[config.mk]
export PLATFORM = sky130hd
export DESIGN_NAME = kfu_seq
export DESIGN_NICKNAME = d
export VERILOG_FILES = /design/src/rtl/kfu_pkg.sv /design/src/rtl/kfu_div.sv /design/src/rtl/kfu_seq.sv
export SDC_FILE = /design/constraint.sdc
export NUM_CORES = 2
export LEC_CHECK = 0
export BUFFER_PORTS_ARGS = -buffer_cell sky130_fd_sc_hd__buf_4
export CAP_MARGIN = 30
export CORE_MARGIN = 2
export CORE_UTILIZATION = 50
export CTS_CLUSTER_SIZE = 25
export DETAILED_ROUTE_END_ITERATION = 16
export PLACE_DENSITY = 0.68
export SLEW_MARGIN = 20
export SYNTH_ARGS = -nofsm -noshare
export SYNTH_HDL_FRONTEND = slang
export SYNTH_HIERARCHICAL = 1
export SYNTH_SLANG_ARGS = --single-unit
[constraint.sdc]
create_clock -name clk -period 20.6 [get_ports clk]
set_input_delay 0 -clock clk [delete_from_list [all_inputs] [get_ports clk]]
set_output_delay 0 -clock clk [all_outputs]
set_load 0.1 [all_outputs]
[src/rtl/kfu_pkg.sv]
`timescale 1ns / 1ps

package kfu_pkg;

	// opcodes carried in s_tuser
	typedef enum logic [2:0] {
		OPC_LOAD_Q = 3'd0,
		OPC_LOAD_R = 3'd1,
		OPC_LOAD_X = 3'd2,
		OPC_LOAD_P = 3'd3,
		OPC_MEAS   = 3'd4
	} opc_t;

	// regions of the shared data RAM
	typedef enum logic [3:0] {
		RG_Q, RG_R, RG_P, RG_PC, RG_W, RG_K, RG_IK, RG_X, RG_Z, RG_IN, RG_END
	} region_t;

	// one result beat
	typedef struct packed {
		logic [2:0]         index;
		logic signed [31:0] value;
		logic               singular;
		logic               last;
	} rslt_t;

	localparam logic signed [63:0] SAT_MAX = 64'sh0000_0000_7FFF_FFFF;
	localparam logic signed [63:0] SAT_MIN = -64'sh0000_0000_8000_0000;

	// word offset of a region; matrices row-major, work array is dim x 2*dim
	function automatic int unsigned kfu_base(input region_t rg, input int unsigned dim);
		int unsigned n2;
		n2 = dim * dim;
		case (rg)
			RG_Q:    return 0;
			RG_R:    return n2;
			RG_P:    return 2 * n2;
			RG_PC:   return 3 * n2;
			RG_W:    return 4 * n2;
			RG_K:    return 6 * n2;
			RG_IK:   return 7 * n2;
			RG_X:    return 8 * n2;
			RG_Z:    return 8 * n2 + dim;
			RG_IN:   return 8 * n2 + 2 * dim;
			default: return 8 * n2 + 3 * dim;
		endcase
	endfunction

	// clamp to the signed 32-bit range
	function automatic logic signed [31:0] sat32(input logic signed [63:0] v);
		if (v > SAT_MAX) return 32'sh7FFF_FFFF;
		if (v < SAT_MIN) return 32'sh8000_0000;
		return v[31:0];
	endfunction

endpackage

[src/rtl/kfu_div.sv]
`timescale 1ns / 1ps

module kfu_div #(
	parameter int FRAC_BITS = 16
) (
	input  logic               clk,
	input  logic               arst_n,
	input  logic               start,
	input  logic signed [31:0] num,
	input  logic signed [31:0] den,
	output logic               done,
	output logic signed [31:0] quo
);

	localparam int NW = 32 + FRAC_BITS;
	localparam int CW = $clog2(NW + 1);
	localparam logic [NW-1:0] POS_LIM = NW'(64'h7FFF_FFFF);
	localparam logic [NW-1:0] NEG_LIM = NW'(64'h8000_0000);

	logic [NW-1:0] sh_q;
	logic [31:0]   rem_q;
	logic [31:0]   dmag_q;
	logic          neg_q;
	logic [CW-1:0] cnt_q;
	logic          run_q;
	logic [31:0]   nmag;
	logic [32:0]   trial;
	logic [33:0]   diff;
	logic          ge;

	assign nmag  = num[31] ? 32'(-num) : 32'(num);
	assign trial = {rem_q, sh_q[NW-1]};
	assign diff  = {1'b0, trial} - {2'b00, dmag_q};
	assign ge    = !diff[33];

	// control: one quotient bit per cycle
	always_ff @(posedge clk or negedge arst_n) begin
		if (!arst_n) begin
			run_q <= 1'b0;
			cnt_q <= '0;
			done  <= 1'b0;
		end else begin
			done <= 1'b0;
			if (start) begin
				run_q <= 1'b1;
				cnt_q <= CW'(NW);
			end else if (run_q) begin
				cnt_q <= cnt_q - CW'(1);
				if (cnt_q == CW'(1)) begin
					run_q <= 1'b0;
					done  <= 1'b1;
				end
			end
		end
	end

	// restoring shift-subtract on magnitudes
	always_ff @(posedge clk) begin
		if (start) begin
			sh_q   <= NW'(nmag) << FRAC_BITS;
			rem_q  <= '0;
			dmag_q <= den[31] ? 32'(-den) : 32'(den);
			neg_q  <= num[31] ^ den[31];
		end else if (run_q) begin
			rem_q <= ge ? diff[31:0] : trial[31:0];
			sh_q  <= {sh_q[NW-2:0], ge};
		end
	end

	// sign and clamp
	always_comb begin
		if (neg_q) begin
			quo = (sh_q > NEG_LIM) ? 32'sh8000_0000 : -$signed(sh_q[31:0]);
		end else begin
			quo = (sh_q > POS_LIM) ? 32'sh7FFF_FFFF : $signed(sh_q[31:0]);
		end
	end

endmodule

[src/rtl/kfu_seq.sv]
`timescale 1ns / 1ps

module kfu_seq #(
	parameter int DIM       = 4,
	parameter int FRAC_BITS = 16,
	parameter int AW        = 8
) (
	input  logic            clk,
	input  logic            arst_n,
	input  logic            start,
	output logic            busy,
	output logic [AW-1:0]   raddr,
	input  logic [31:0]     rdata,
	output logic            we,
	output logic [AW-1:0]   waddr,
	output logic [31:0]     wdata,
	output logic            res_valid,
	input  logic            res_ready,
	output kfu_pkg::rslt_t  res
);
	import kfu_pkg::*;

	localparam int IW = $clog2(2 * DIM);
	localparam logic [AW-1:0] B_Q  = AW'(kfu_base(RG_Q, DIM));
	localparam logic [AW-1:0] B_R  = AW'(kfu_base(RG_R, DIM));
	localparam logic [AW-1:0] B_P  = AW'(kfu_base(RG_P, DIM));
	localparam logic [AW-1:0] B_PC = AW'(kfu_base(RG_PC, DIM));
	localparam logic [AW-1:0] B_W  = AW'(kfu_base(RG_W, DIM));
	localparam logic [AW-1:0] B_K  = AW'(kfu_base(RG_K, DIM));
	localparam logic [AW-1:0] B_IK = AW'(kfu_base(RG_IK, DIM));
	localparam logic [AW-1:0] B_X  = AW'(kfu_base(RG_X, DIM));
	localparam logic [AW-1:0] B_Z  = AW'(kfu_base(RG_Z, DIM));
	localparam logic [AW-1:0] B_IN = AW'(kfu_base(RG_IN, DIM));
	localparam logic signed [31:0] ONE_Q  = 32'(64'd1 << FRAC_BITS);
	localparam logic signed [63:0] HALF_Q = 64'(64'd1 << (FRAC_BITS - 1));
	localparam logic [IW-1:0] LAST_N = IW'(DIM - 1);
	localparam logic [IW-1:0] LAST_W = IW'(2 * DIM - 1);
	localparam logic [IW-1:0] COL_N  = IW'(DIM);
	localparam logic [IW-1:0] I1     = IW'(1);

	typedef enum logic [3:0] {
		S_IDLE, S_RDA, S_RDB, S_CAP, S_MUL, S_MUL2, S_DIV, S_WR, S_WR2, S_EMIT
	} state_t;

	typedef enum logic [4:0] {
		PH_PRED1, PH_PRED2, PH_IDENT, PH_PIV, PH_SRCH, PH_SWAP, PH_NORM, PH_ONE,
		PH_FACT, PH_ELIM, PH_ZERO, PH_GAIN, PH_INNOV, PH_XMAC, PH_XADD, PH_IK,
		PH_PUPD, PH_OUT
	} phase_t;

	typedef enum logic [3:0] {
		OP_MOV, OP_ADD, OP_SUB, OP_RSUB, OP_MSUB, OP_MAC, OP_DIV, OP_CONST, OP_XADD
	} aluop_t;

	state_t  state_q;
	phase_t  ph_q;
	logic [IW-1:0] i_q, j_q, k_q, l_q, sw_q;
	logic          sing_q;

	logic signed [31:0] a_q, b_q, piv_q, f_q, res_val_q;
	logic signed [63:0] prod_s1, wide_s2, acc_q;

	logic [AW-1:0] adr_a, adr_b, adr_w, adr_w2;
	aluop_t        op;
	logic          wr_en;
	logic signed [31:0] cst;
	logic signed [31:0] r_val, msat, mul_y;
	logic signed [63:0] acc_n;
	logic i_end, j_end, l_end, k_end, jw_end;
	phase_t        nr_ph;
	logic [IW-1:0] nr_i, nr_k;
	logic          div_go, div_done;
	logic signed [31:0] div_q;

	function automatic logic [AW-1:0] madr(input logic [AW-1:0] base,
			input logic [IW-1:0] r, input logic [IW-1:0] c);
		return base + AW'(r) * AW'(DIM) + AW'(c);
	endfunction

	function automatic logic [AW-1:0] wadr(input logic [IW-1:0] r, input logic [IW-1:0] c);
		return B_W + AW'(r) * AW'(2 * DIM) + AW'(c);
	endfunction

	function automatic logic [AW-1:0] vadr(input logic [AW-1:0] base, input logic [IW-1:0] r);
		return base + AW'(r);
	endfunction

	assign i_end  = (i_q == LAST_N);
	assign j_end  = (j_q == LAST_N);
	assign l_end  = (l_q == LAST_N);
	assign k_end  = (k_q == LAST_N);
	assign jw_end = (j_q == LAST_W);

	// per-phase operand addresses and operation
	always_comb begin
		adr_a  = '0;
		adr_b  = '0;
		adr_w  = '0;
		adr_w2 = '0;
		op     = OP_MOV;
		wr_en  = 1'b0;
		cst    = (i_q == j_q) ? ONE_Q : '0;
		unique case (ph_q)
			PH_PRED1: begin
				adr_a = madr(B_P, i_q, j_q);
				adr_b = madr(B_Q, i_q, j_q);
				adr_w = madr(B_PC, i_q, j_q);
				op    = OP_ADD;
				wr_en = 1'b1;
			end
			PH_PRED2: begin
				adr_a = madr(B_PC, i_q, j_q);
				adr_b = madr(B_R, i_q, j_q);
				adr_w = wadr(i_q, j_q);
				op    = OP_ADD;
				wr_en = 1'b1;
			end
			PH_IDENT: begin
				adr_w = wadr(i_q, COL_N + j_q);
				op    = OP_CONST;
				wr_en = 1'b1;
			end
			PH_PIV: adr_a = wadr(k_q, k_q);
			PH_SRCH: adr_a = wadr(i_q, k_q);
			PH_SWAP: begin
				adr_a  = wadr(k_q, j_q);
				adr_b  = wadr(sw_q, j_q);
				adr_w  = wadr(k_q, j_q);
				adr_w2 = wadr(sw_q, j_q);
				wr_en  = 1'b1;
			end
			PH_NORM: begin
				adr_a = wadr(k_q, j_q);
				adr_w = wadr(k_q, j_q);
				op    = OP_DIV;
				wr_en = 1'b1;
			end
			PH_ONE: begin
				adr_w = wadr(k_q, k_q);
				op    = OP_CONST;
				cst   = ONE_Q;
				wr_en = 1'b1;
			end
			PH_FACT: adr_a = wadr(i_q, k_q);
			PH_ELIM: begin
				adr_a = wadr(i_q, j_q);
				adr_b = wadr(k_q, j_q);
				adr_w = wadr(i_q, j_q);
				op    = OP_MSUB;
				wr_en = 1'b1;
			end
			PH_ZERO: begin
				adr_w = wadr(i_q, k_q);
				op    = OP_CONST;
				cst   = '0;
				wr_en = 1'b1;
			end
			PH_GAIN: begin
				adr_a = madr(B_PC, i_q, l_q);
				adr_b = wadr(l_q, COL_N + j_q);
				adr_w = madr(B_K, i_q, j_q);
				op    = OP_MAC;
				wr_en = l_end;
			end
			PH_INNOV: begin
				adr_a = vadr(B_Z, i_q);
				adr_b = vadr(B_X, i_q);
				adr_w = vadr(B_IN, i_q);
				op    = OP_SUB;
				wr_en = 1'b1;
			end
			PH_XMAC: begin
				adr_a = madr(B_K, i_q, l_q);
				adr_b = vadr(B_IN, l_q);
				op    = OP_MAC;
			end
			PH_XADD: begin
				adr_a = vadr(B_X, i_q);
				adr_w = vadr(B_X, i_q);
				op    = OP_XADD;
				wr_en = 1'b1;
			end
			PH_IK: begin
				adr_a = madr(B_K, i_q, j_q);
				adr_w = madr(B_IK, i_q, j_q);
				op    = OP_RSUB;
				wr_en = 1'b1;
			end
			PH_PUPD: begin
				adr_a = madr(B_IK, i_q, l_q);
				adr_b = madr(B_PC, l_q, j_q);
				adr_w = madr(B_P, i_q, j_q);
				op    = OP_MAC;
				wr_en = l_end;
			end
			PH_OUT: adr_a = vadr(B_X, i_q);
			default: ;
		endcase
	end

	// shared ALU result
	assign acc_n = ((l_q == '0) ? 64'sd0 : acc_q) + wide_s2;
	assign msat  = sat32(wide_s2);
	assign mul_y = (op == OP_MSUB) ? f_q : a_q;

	always_comb begin
		case (op)
			OP_ADD:   r_val = sat32(64'(a_q) + 64'(b_q));
			OP_SUB:   r_val = sat32(64'(a_q) - 64'(b_q));
			OP_RSUB:  r_val = sat32(64'(cst) - 64'(a_q));
			OP_MSUB:  r_val = sat32(64'(a_q) - 64'(msat));
			OP_MAC:   r_val = sat32(acc_n);
			OP_DIV:   r_val = div_q;
			OP_CONST: r_val = cst;
			OP_XADD:  r_val = sat32(64'(a_q) + 64'(sat32(acc_q)));
			default:  r_val = a_q;
		endcase
	end

	// next row of the elimination step
	always_comb begin
		if (i_end) begin
			nr_i = '0;
			if (k_end) begin
				nr_ph = PH_GAIN;
				nr_k  = k_q;
			end else begin
				nr_ph = PH_PIV;
				nr_k  = k_q + I1;
			end
		end else begin
			nr_i  = i_q + I1;
			nr_ph = PH_FACT;
			nr_k  = k_q;
		end
	end

	// RAM port
	assign raddr = (state_q == S_RDB) ? adr_b : adr_a;
	assign we    = (state_q == S_WR && wr_en) || (state_q == S_WR2);
	assign waddr = (state_q == S_WR2) ? adr_w2 : adr_w;
	assign wdata = (state_q == S_WR2) ? a_q : ((ph_q == PH_SWAP) ? b_q : r_val);

	assign div_go = (state_q == S_CAP) && (op == OP_DIV);

	kfu_div #(
		.FRAC_BITS(FRAC_BITS)
	) u_div (
		.clk   (clk),
		.arst_n(arst_n),
		.start (div_go),
		.num   (a_q),
		.den   (piv_q),
		.done  (div_done),
		.quo   (div_q)
	);

	assign busy      = (state_q != S_IDLE);
	assign res_valid = (state_q == S_EMIT);
	assign res       = '{index: 3'(i_q), value: res_val_q, singular: sing_q, last: i_end};

	// sequencer
	always_ff @(posedge clk or negedge arst_n) begin
		if (!arst_n) begin
			state_q <= S_IDLE;
			ph_q    <= PH_PRED1;
			i_q     <= '0;
			j_q     <= '0;
			k_q     <= '0;
			l_q     <= '0;
			sw_q    <= '0;
			sing_q  <= 1'b0;
		end else begin
			unique case (state_q)
				S_IDLE: begin
					if (start) begin
						state_q <= S_RDA;
						ph_q    <= PH_PRED1;
						i_q     <= '0;
						j_q     <= '0;
						k_q     <= '0;
						l_q     <= '0;
						sing_q  <= 1'b0;
					end
				end
				S_RDA: begin
					if (ph_q == PH_FACT && i_q == k_q) begin
						ph_q <= nr_ph;
						i_q  <= nr_i;
						k_q  <= nr_k;
						j_q  <= '0;
						l_q  <= '0;
					end else if (op == OP_CONST) begin
						state_q <= S_WR;
					end else begin
						state_q <= S_RDB;
					end
				end
				S_RDB: state_q <= S_CAP;
				S_CAP: begin
					if (op == OP_MAC || op == OP_MSUB) state_q <= S_MUL;
					else if (op == OP_DIV) state_q <= S_DIV;
					else state_q <= S_WR;
				end
				S_MUL: state_q <= S_MUL2;
				S_MUL2: state_q <= S_WR;
				S_DIV: begin
					if (div_done) state_q <= S_WR;
				end
				S_WR: begin
					state_q <= S_RDA;
					unique case (ph_q)
						PH_PRED1, PH_PRED2, PH_IDENT, PH_IK: begin
							if (j_end) begin
								j_q <= '0;
								i_q <= i_end ? '0 : i_q + I1;
								if (i_end) begin
									unique case (ph_q)
										PH_PRED1: ph_q <= PH_PRED2;
										PH_PRED2: ph_q <= PH_IDENT;
										PH_IDENT: ph_q <= PH_PIV;
										default:  ph_q <= PH_PUPD;
									endcase
								end
							end else begin
								j_q <= j_q + I1;
							end
						end
						PH_PIV: begin
							if (a_q != '0) begin
								j_q  <= k_q + I1;
								ph_q <= PH_NORM;
							end else if (k_end) begin
								i_q    <= '0;
								ph_q   <= PH_OUT;
								sing_q <= 1'b1;
							end else begin
								i_q  <= k_q + I1;
								ph_q <= PH_SRCH;
							end
						end
						PH_SRCH: begin
							if (a_q != '0) begin
								sw_q <= i_q;
								j_q  <= '0;
								ph_q <= PH_SWAP;
							end else if (i_end) begin
								i_q    <= '0;
								ph_q   <= PH_OUT;
								sing_q <= 1'b1;
							end else begin
								i_q <= i_q + I1;
							end
						end
						PH_SWAP: state_q <= S_WR2;
						PH_NORM: begin
							if (jw_end) ph_q <= PH_ONE;
							else j_q <= j_q + I1;
						end
						PH_ONE: begin
							i_q  <= '0;
							ph_q <= PH_FACT;
						end
						PH_FACT: begin
							j_q  <= k_q + I1;
							ph_q <= PH_ELIM;
						end
						PH_ELIM: begin
							if (jw_end) ph_q <= PH_ZERO;
							else j_q <= j_q + I1;
						end
						PH_ZERO: begin
							ph_q <= nr_ph;
							i_q  <= nr_i;
							k_q  <= nr_k;
							j_q  <= '0;
							l_q  <= '0;
						end
						PH_GAIN, PH_PUPD: begin
							if (l_end) begin
								l_q <= '0;
								if (j_end) begin
									j_q <= '0;
									i_q <= i_end ? '0 : i_q + I1;
									if (i_end) ph_q <= (ph_q == PH_GAIN) ? PH_INNOV : PH_OUT;
								end else begin
									j_q <= j_q + I1;
								end
							end else begin
								l_q <= l_q + I1;
							end
						end
						PH_INNOV: begin
							if (i_end) begin
								i_q  <= '0;
								ph_q <= PH_XMAC;
							end else begin
								i_q <= i_q + I1;
							end
						end
						PH_XMAC: begin
							if (l_end) begin
								l_q  <= '0;
								ph_q <= PH_XADD;
							end else begin
								l_q <= l_q + I1;
							end
						end
						PH_XADD: begin
							j_q  <= '0;
							if (i_end) begin
								i_q  <= '0;
								ph_q <= PH_IK;
							end else begin
								i_q  <= i_q + I1;
								ph_q <= PH_XMAC;
							end
						end
						default: state_q <= S_EMIT;
					endcase
				end
				S_WR2: begin
					state_q <= S_RDA;
					if (jw_end) ph_q <= PH_PIV;
					else j_q <= j_q + I1;
				end
				S_EMIT: begin
					if (res_ready) begin
						if (i_end) begin
							state_q <= S_IDLE;
						end else begin
							i_q     <= i_q + I1;
							state_q <= S_RDA;
						end
					end
				end
				default: state_q <= S_IDLE;
			endcase
		end
	end

	// operand and multiplier registers
	always_ff @(posedge clk) begin
		if (state_q == S_RDB) a_q <= rdata;
		if (state_q == S_CAP) b_q <= rdata;
		if (state_q == S_MUL) prod_s1 <= b_q * mul_y;
		if (state_q == S_MUL2) wide_s2 <= (prod_s1 + HALF_Q) >>> FRAC_BITS;
		if (state_q == S_WR) begin
			if (op == OP_MAC) acc_q <= acc_n;
			if (ph_q == PH_PIV) piv_q <= a_q;
			if (ph_q == PH_FACT) f_q <= a_q;
			if (ph_q == PH_OUT) res_val_q <= a_q;
		end
	end

	a_start_idle: assert property (@(posedge clk) disable iff (!arst_n)
		start |-> state_q == S_IDLE)
		else $error("update started while sequencer busy");

	a_div_wait: assert property (@(posedge clk) disable iff (!arst_n)
		div_done |-> state_q == S_DIV)
		else $error("divider finished outside its wait state");

	a_sing_out: assert property (@(posedge clk) disable iff (!arst_n)
		(sing_q && state_q != S_IDLE) |-> ph_q == PH_OUT)
		else $error("singular flag set while update still running");

	a_emit_last: assert property (@(posedge clk) disable iff (!arst_n)
		(state_q == S_EMIT && res_ready && i_end) |=> state_q == S_IDLE)
		else $error("sequencer did not return to idle after last beat");

endmodule

# ---- Yosys cells after proc, flatten, opt, wreduce, memory -nomap -nowiden
# Cells that the tools add are included.
dict set report classes {
  n_addsub 48
  multipliers 1
  order_cmp 18
  n_eq_ne 71
  muxes 170
  n_bitwise 1
  n_reduce_logical 42
}
# op n
set ops {}
lappend ops {{32-bit 2-to-1 mux} 41}
lappend ops {{32-bit case mux with 8 select lines} 1}
lappend ops {{33-bit by 32-bit > comparator with 1-bit output, second input constant} 5}
lappend ops {{33-bit by 32-bit less-than comparator with 1-bit output, second input constant} 5}
lappend ops {{64-bit by 32-bit > comparator with 1-bit output, second input constant} 2}
lappend ops {{64-bit by 32-bit less-than comparator with 1-bit output, second input constant} 2}
lappend ops {{8-bit by 3-bit adder with 8-bit output} 12}
lappend ops {{48-bit by 32-bit > comparator with 1-bit output, second input constant} 2}
lappend ops {{48-bit 2-to-1 mux} 2}
lappend ops {{32-bit negator} 3}
lappend ops {{8-bit case mux with 12 select lines} 1}
lappend ops {{5-bit 2-to-1 mux} 18}
lappend ops {{8-bit case mux with 11 select lines} 1}
lappend ops {{32-bit by 32-bit adder with 33-bit output} 2}
lappend ops {{3-bit 2-to-1 mux} 22}
lappend ops {{32-bit by 32-bit subtractor with 33-bit output} 2}
lappend ops {{64-bit by 17-bit adder with 64-bit output, second input constant} 1}
lappend ops {{64-bit by 48-bit adder with 64-bit output} 1}
lappend ops {{32-bit by 32-bit multiplier with 64-bit output} 1}
lappend ops {{64-bit 2-to-1 mux} 1}
lappend ops {{8-bit case mux with 8 select lines} 1}
lappend ops {{5-bit case mux with 12 select lines} 1}
lappend ops {{1-bit 2-to-1 mux} 51}
lappend ops {{48-bit by 31-bit > comparator with 1-bit output, second input constant} 1}
lappend ops {{other kinds (76)} 172}
dict set report totals {
  regBits 482
  input_bits 36
  out_inout_bits 88
}

# ---- Longest topological paths before layout
dict set report logic_depth {
  ltp_word 21
  mapped_depth 38
  ltp_nobuf 33
}

# ---- Hierarchy
# The synthesis kept the hierarchy.
# module instances cells_each area_each_um2 seq_area_each_um2
set by_module_without_submodules {}
lappend by_module_without_submodules {kfu_seq 1 7588 65975.8 10264.8}
lappend by_module_without_submodules {kfu_div 1 1010 8673.3 3113.0}

# ---- Worst setup path after synthesis
# OpenSTA, ideal clock, no wires.
dict set report synth_path {
  path_type {reg-to-reg}
  start {register ph_q[2]}
  end {register prod_s1[62] (data pin)}
  setup_ns 0.259
  arrival_ns 9.657
  required_time_ns 20.341
  path_slack_ns 10.685
  stages_incl_launch_ff 30
  n_path_buf 5
  path_cell_list {dfrtp_1 clkbuf_1 nor2b_1 nand2_1 buf_1 buf_1 mux2i_1 clkbuf_1 nor2_1 fa_1 inv_1 fa_1 inv_1 fa_1 fa_1 inv_1 fa_1 inv_1 fa_1 inv_1 fa_1 fa_1 inv_1 ha_1 clkbuf_1 nand2_1 or4_1 o41ai_2 nor4b_1 a211o_1}
}
dict set report synth_between {
  elab_chain_cells 6
}
# item line_no
set synth_lines {}
lappend synth_lines {{start: declaration} kfu_seq.sv:56} ;# phase_t ph_q;
lappend synth_lines {{start signal: assignment} kfu_seq.sv:288} ;# ph_q <= nr_ph;
lappend synth_lines {{start signal: assignment} kfu_seq.sv:373} ;# ph_q <= nr_ph;
lappend synth_lines {{start signal: assignment} kfu_seq.sv:385} ;# if (i_end) ph_q <= (ph_q == PH_GAIN) ? PH_INNOV : PH_OUT;
lappend synth_lines {{5-bit by 4-bit == test with 1-bit output, or another cell as far along} kfu_seq.sv:103} ;# unique case (ph_q)
lappend synth_lines {{3-bit OR reduction (no source line) or 2-bit OR reduction (tied branches)} -}
lappend synth_lines {{4-bit case mux with 8 select lines *} kfu_seq.sv:103}
lappend synth_lines {{4-bit by 3-bit == test with 1-bit output *} kfu_seq.sv:204} ;# assign mul_y = (op == OP_MSUB) ? f_q : a_q;
lappend synth_lines {{32-bit 2-to-1 mux *} kfu_seq.sv:204}
lappend synth_lines {{32-bit by 32-bit multiplier with 64-bit output *} kfu_seq.sv:446} ;# if (state_q == S_MUL) prod_s1 <= b_q * mul_y;
lappend synth_lines {{end signal: assignment} kfu_seq.sv:446}
lappend synth_lines {{end: declaration} kfu_seq.sv:61} ;# logic signed [63:0] prod_s1, wide_s2, acc_q;
# Mark *: on every way between the ends. The rest lies on a longest branch, timed or not.
# A chain may end at the register's enable or synchronous reset.

# ---- Final worst setup path
dict set report layout_path {
  start {register ph_q[2]}
  end {register prod_s1[58] (data pin)}
}
# Same word-level chain as after synthesis.

==> run_results.csv <==
group,metric,value,unit
sta,relSlewSlack,0.1794,
setup_path,arrival,11.77,ns
synthesis,synth_most_common_cell,"inv_1",
synthesis,synthXorXnorAreaFrac,0.04408,
placement,gp_congestion,1.020,
setup_path,cp_slowest_cell,"fa_1",
global_routing,grt_first_pass_wirelength,428.9,mm
cells_and_area,drive_gt1_frac,0.06354,
sta,setup_viol,0,
setup_path,path_common_cell,"fa_1",
synthesis,async_flop_share,0.07066,
synthesis,synth_top_family_by_area,"adder cells",
sta,fin_skew,0.02654,ns
sta,timing.hold.ws,0.07029,ns
global_routing,grt_max_degree,83,
sta,maxSlewViolCount,0,
synthesis,yosysTopAreaCellShare,0.2915,
clock_tree,hold_buffers,37,
synthesis,synth_edf_count,386,
cells_and_area,fin_nets,10120,
clock_tree,cts-buffers-inserted,53,
synthesis,synth_flop_cell,"edfxtp_1",
sta,hold_viol_final,0,
detailed_routing,viasPerCell,6.265,
floorplan,rows,141,
synthesis,synth_area_per_cell,8.682,sq um
synthesis,synth_top_cells_by_count,"inv_1, fa_1, nand2_1, nor2_1, ha_1",
detailed_routing,post-route-drc-count,0,
global_routing,grt_usage,0.3797,
sta,min_period,11.36,ns
synthesis,synth-compound-area-share,0.1403,
setup_path,cp_data_required_time,21.00,ns
setup_path,cp-start-kind,"flip-flop",
clock_tree,clkLatencyLatePin,0.66,ns
floorplan,ios,124,
synthesis,synth_area_leaders,"fa_1, edfxtp_1, ha_1",
setup_path,critPathMaxFanout,47,
min_path,min_path_type,"input pin to flip-flop",
placement,dpl.hpwl,219.2,mm
detailed_routing,drt-total-wl,289.4,mm
synthesis,synthesis.area,74650,sq um
outcome,outcome,"complete, no violations",
setup_path,r2r_slack,9.24,ns
global_routing,antenna_found_initial,8,
sta,rsz0062_at_grt,"false",
synthesis,synth_seq_cells,467,
detailed_routing,routedWlPerCell,27.45,um
global_routing,grt_overflow,0,
clock_tree,clk_path_buf_depth,3,
clock_tree,cts_tree,"built",
detailed_routing,first_pass_iters,9,
sta,tns,0,ns
detailed_routing,vias,66070,
clock_tree,root_buffer,"clkbuf_16",
job,maxCapViolations,0,
synthesis,synth_warnings,6,
sta,fmax,88.00,MHz
detailed_routing,drt-initial-drc-count,8441,
cells_and_area,syn_to_final_growth,7.444,%
synthesis,synth_nets,10150,
clock_tree,cts_htree_levels,2,
floorplan,die_area,152400,sq um
synthesis,synthAdderAreaFrac,0.3641,
setup_path,slowest_delay,0.58,ns
floorplan,coreArea,148000,sq um
synthesis,synthMuxAreaShare,0.007526,
synthesis,yosys.cell_types.count,117,
sta,fin_crit_sh,0.5516,
synthesis,ys_seq_area_frac,0.1792,
floorplan,die_h,390.4,um
clock_tree,cts_sinks,467,
clock_tree,cts-resized-gates,0,
floorplan,start_util,0.5043,
placement,io_buffers,123,
synthesis,synthSimpleGateAreaFrac,0.1739,
sta,tightest_slew,1.216,ns
detailed_routing,antenna_left,0,
clock_tree,clk_pin_slew,0.07,ns
synthesis,synthCells,8598,
floorplan,die_w,390.4,um
global_routing,grt_pass1_vias,65850,
synthesis,synth_top_area_cell,"fa_1",
clock_tree,post-cts-setup-buffers,0,
setup_path,endpoint_kind,"flip-flop",
setup_path,critPathKind,"flip-flop to flip-flop",
==> area by class of cell <==
cell class	instances	area, sq um
Tap cell	1930	2415
Timing Repair Buffer	350	2833
Fill cell	13680	67810
Clock buffer	65	1433
Clock inverter	34	399.1
Multi-Input combinational cell	6345	54670
Inverter	1348	5060
Antenna cell	6	15.01
Sequential cell	467	13380
==> through the flow <==
step,utilization,cell area [sq um],cells,worst slack (ns)
3_5_place_dp,0.5265,77930,10400,9.416
4_1_cts,0.5414,80140,10540,9.345
3_3_place_gp,0.5253,77760,10390,9.126
5_1_grt,0.5418,80190,10540,8.744
2_1_floorplan,-,74650,8598,10.68
6_report,0.5419,80210,10550,9.237
==> per-layer routing <==
metal | part of all wire | up-vias | global-route usage
met3 | 0.11 | 793 | 0.07469
met2 | 0.43 | 3923 | 0.5636
met1 | 0.41 | 33030 | 0.5301
met5 | 0.00018 | - | 0
li1 | - | 28320 | -
met4 | 0.060 | 8 | 0.1893
==> kinds of logic (layout without fill, tap and decap cells) <==
logic type | count (synthesis) | count (layout)
xor gates and xnor gates | 374 | 374
muxes | 53 | 53
other | 0 | 6
buffers and inverters | 1786 | 1797
DFF | 467 | 467
and+or+nand+nor | 2820 | 2820
adders and majority gates | 1520 | 1520
AOI/OAI and AO/OA | 1578 | 1578
==> registers in the layout (all words and copies together) (netlist names), 3 cells and up <==
register / flops
acc_q: 64
sw_q: 3
piv_q: 32
a_q: 32
wide_s2: 48
l_q: 3
prod_s1: 49
u_div/sh_q: 48
j_q: 3
u_div/dmag_q: 32
i_q: 3
b_q: 32
res_val_q: 32
k_q: 3
state_q: 4
u_div/rem_q: 32
f_q: 32
ph_q: 5
u_div/cnt_q: 6
==> critical path: cells and delay by family (launching register included) <==
| family | cells | cell delay (ns) |
|---|---|---|
| adder cells (fa/ha/maj) | 9 | 4.51 |
| AO/OA/AOI/OAI | 10 | 2.73 |
| buffers and inverters | 11 | 1.81 |
| AND/OR/NAND/NOR | 6 | 1.56 |
| flip-flops | 1 | 0.36 |
| XOR/XNOR | 1 | 0.08 |
==> path summary, 6_finish.rpt <==
kind / from / to / depth (start not counted)
worst max-delay path: ph_q[2] / prod_s1[58] / 37
worst min-delay path: rdata[31] / a_q[31] / 2
worst max register to register: ph_q[2] / prod_s1[58] / 37
worst min register to register: piv_q[0] / u_div/dmag_q[0] / 0
max in group asynchronous: arst_n / u_div/run_q / 4
min in group asynchronous: arst_n / ph_q[1] / 4
==> cell usage in the layout (no fill, tap or decap), types with 33 or more instances in the layout <==
cell type      count
nor3_1           117
xor2_1           129
nor4_1            55
xnor2_1          243
o31ai_1           36
nand2_1         1002
nand4_1           94
buf_4            300
inv_1           1332
fa_1            1087
edfxtp_1         386
or3_1             38
dlygate4sd3_1     36
and2_1           209
o21ai_0          308
nor2_1           856
nor2b_1           44
a31oi_1           62
o22ai_1           58
a21o_1           125
clkbuf_16         54
o21bai_1          33
and3_1            48
a211oi_1          47
nand3_1          118
a21oi_1          422
dfxtp_1           48
a311oi_1          37
nand2b_1          74
ha_1             432
o211ai_1          43
o21a_1            42
Power is left out: the tool's default activity adds up to more than one toggle a clock period on the data nets, which glitch-free logic cannot reach.
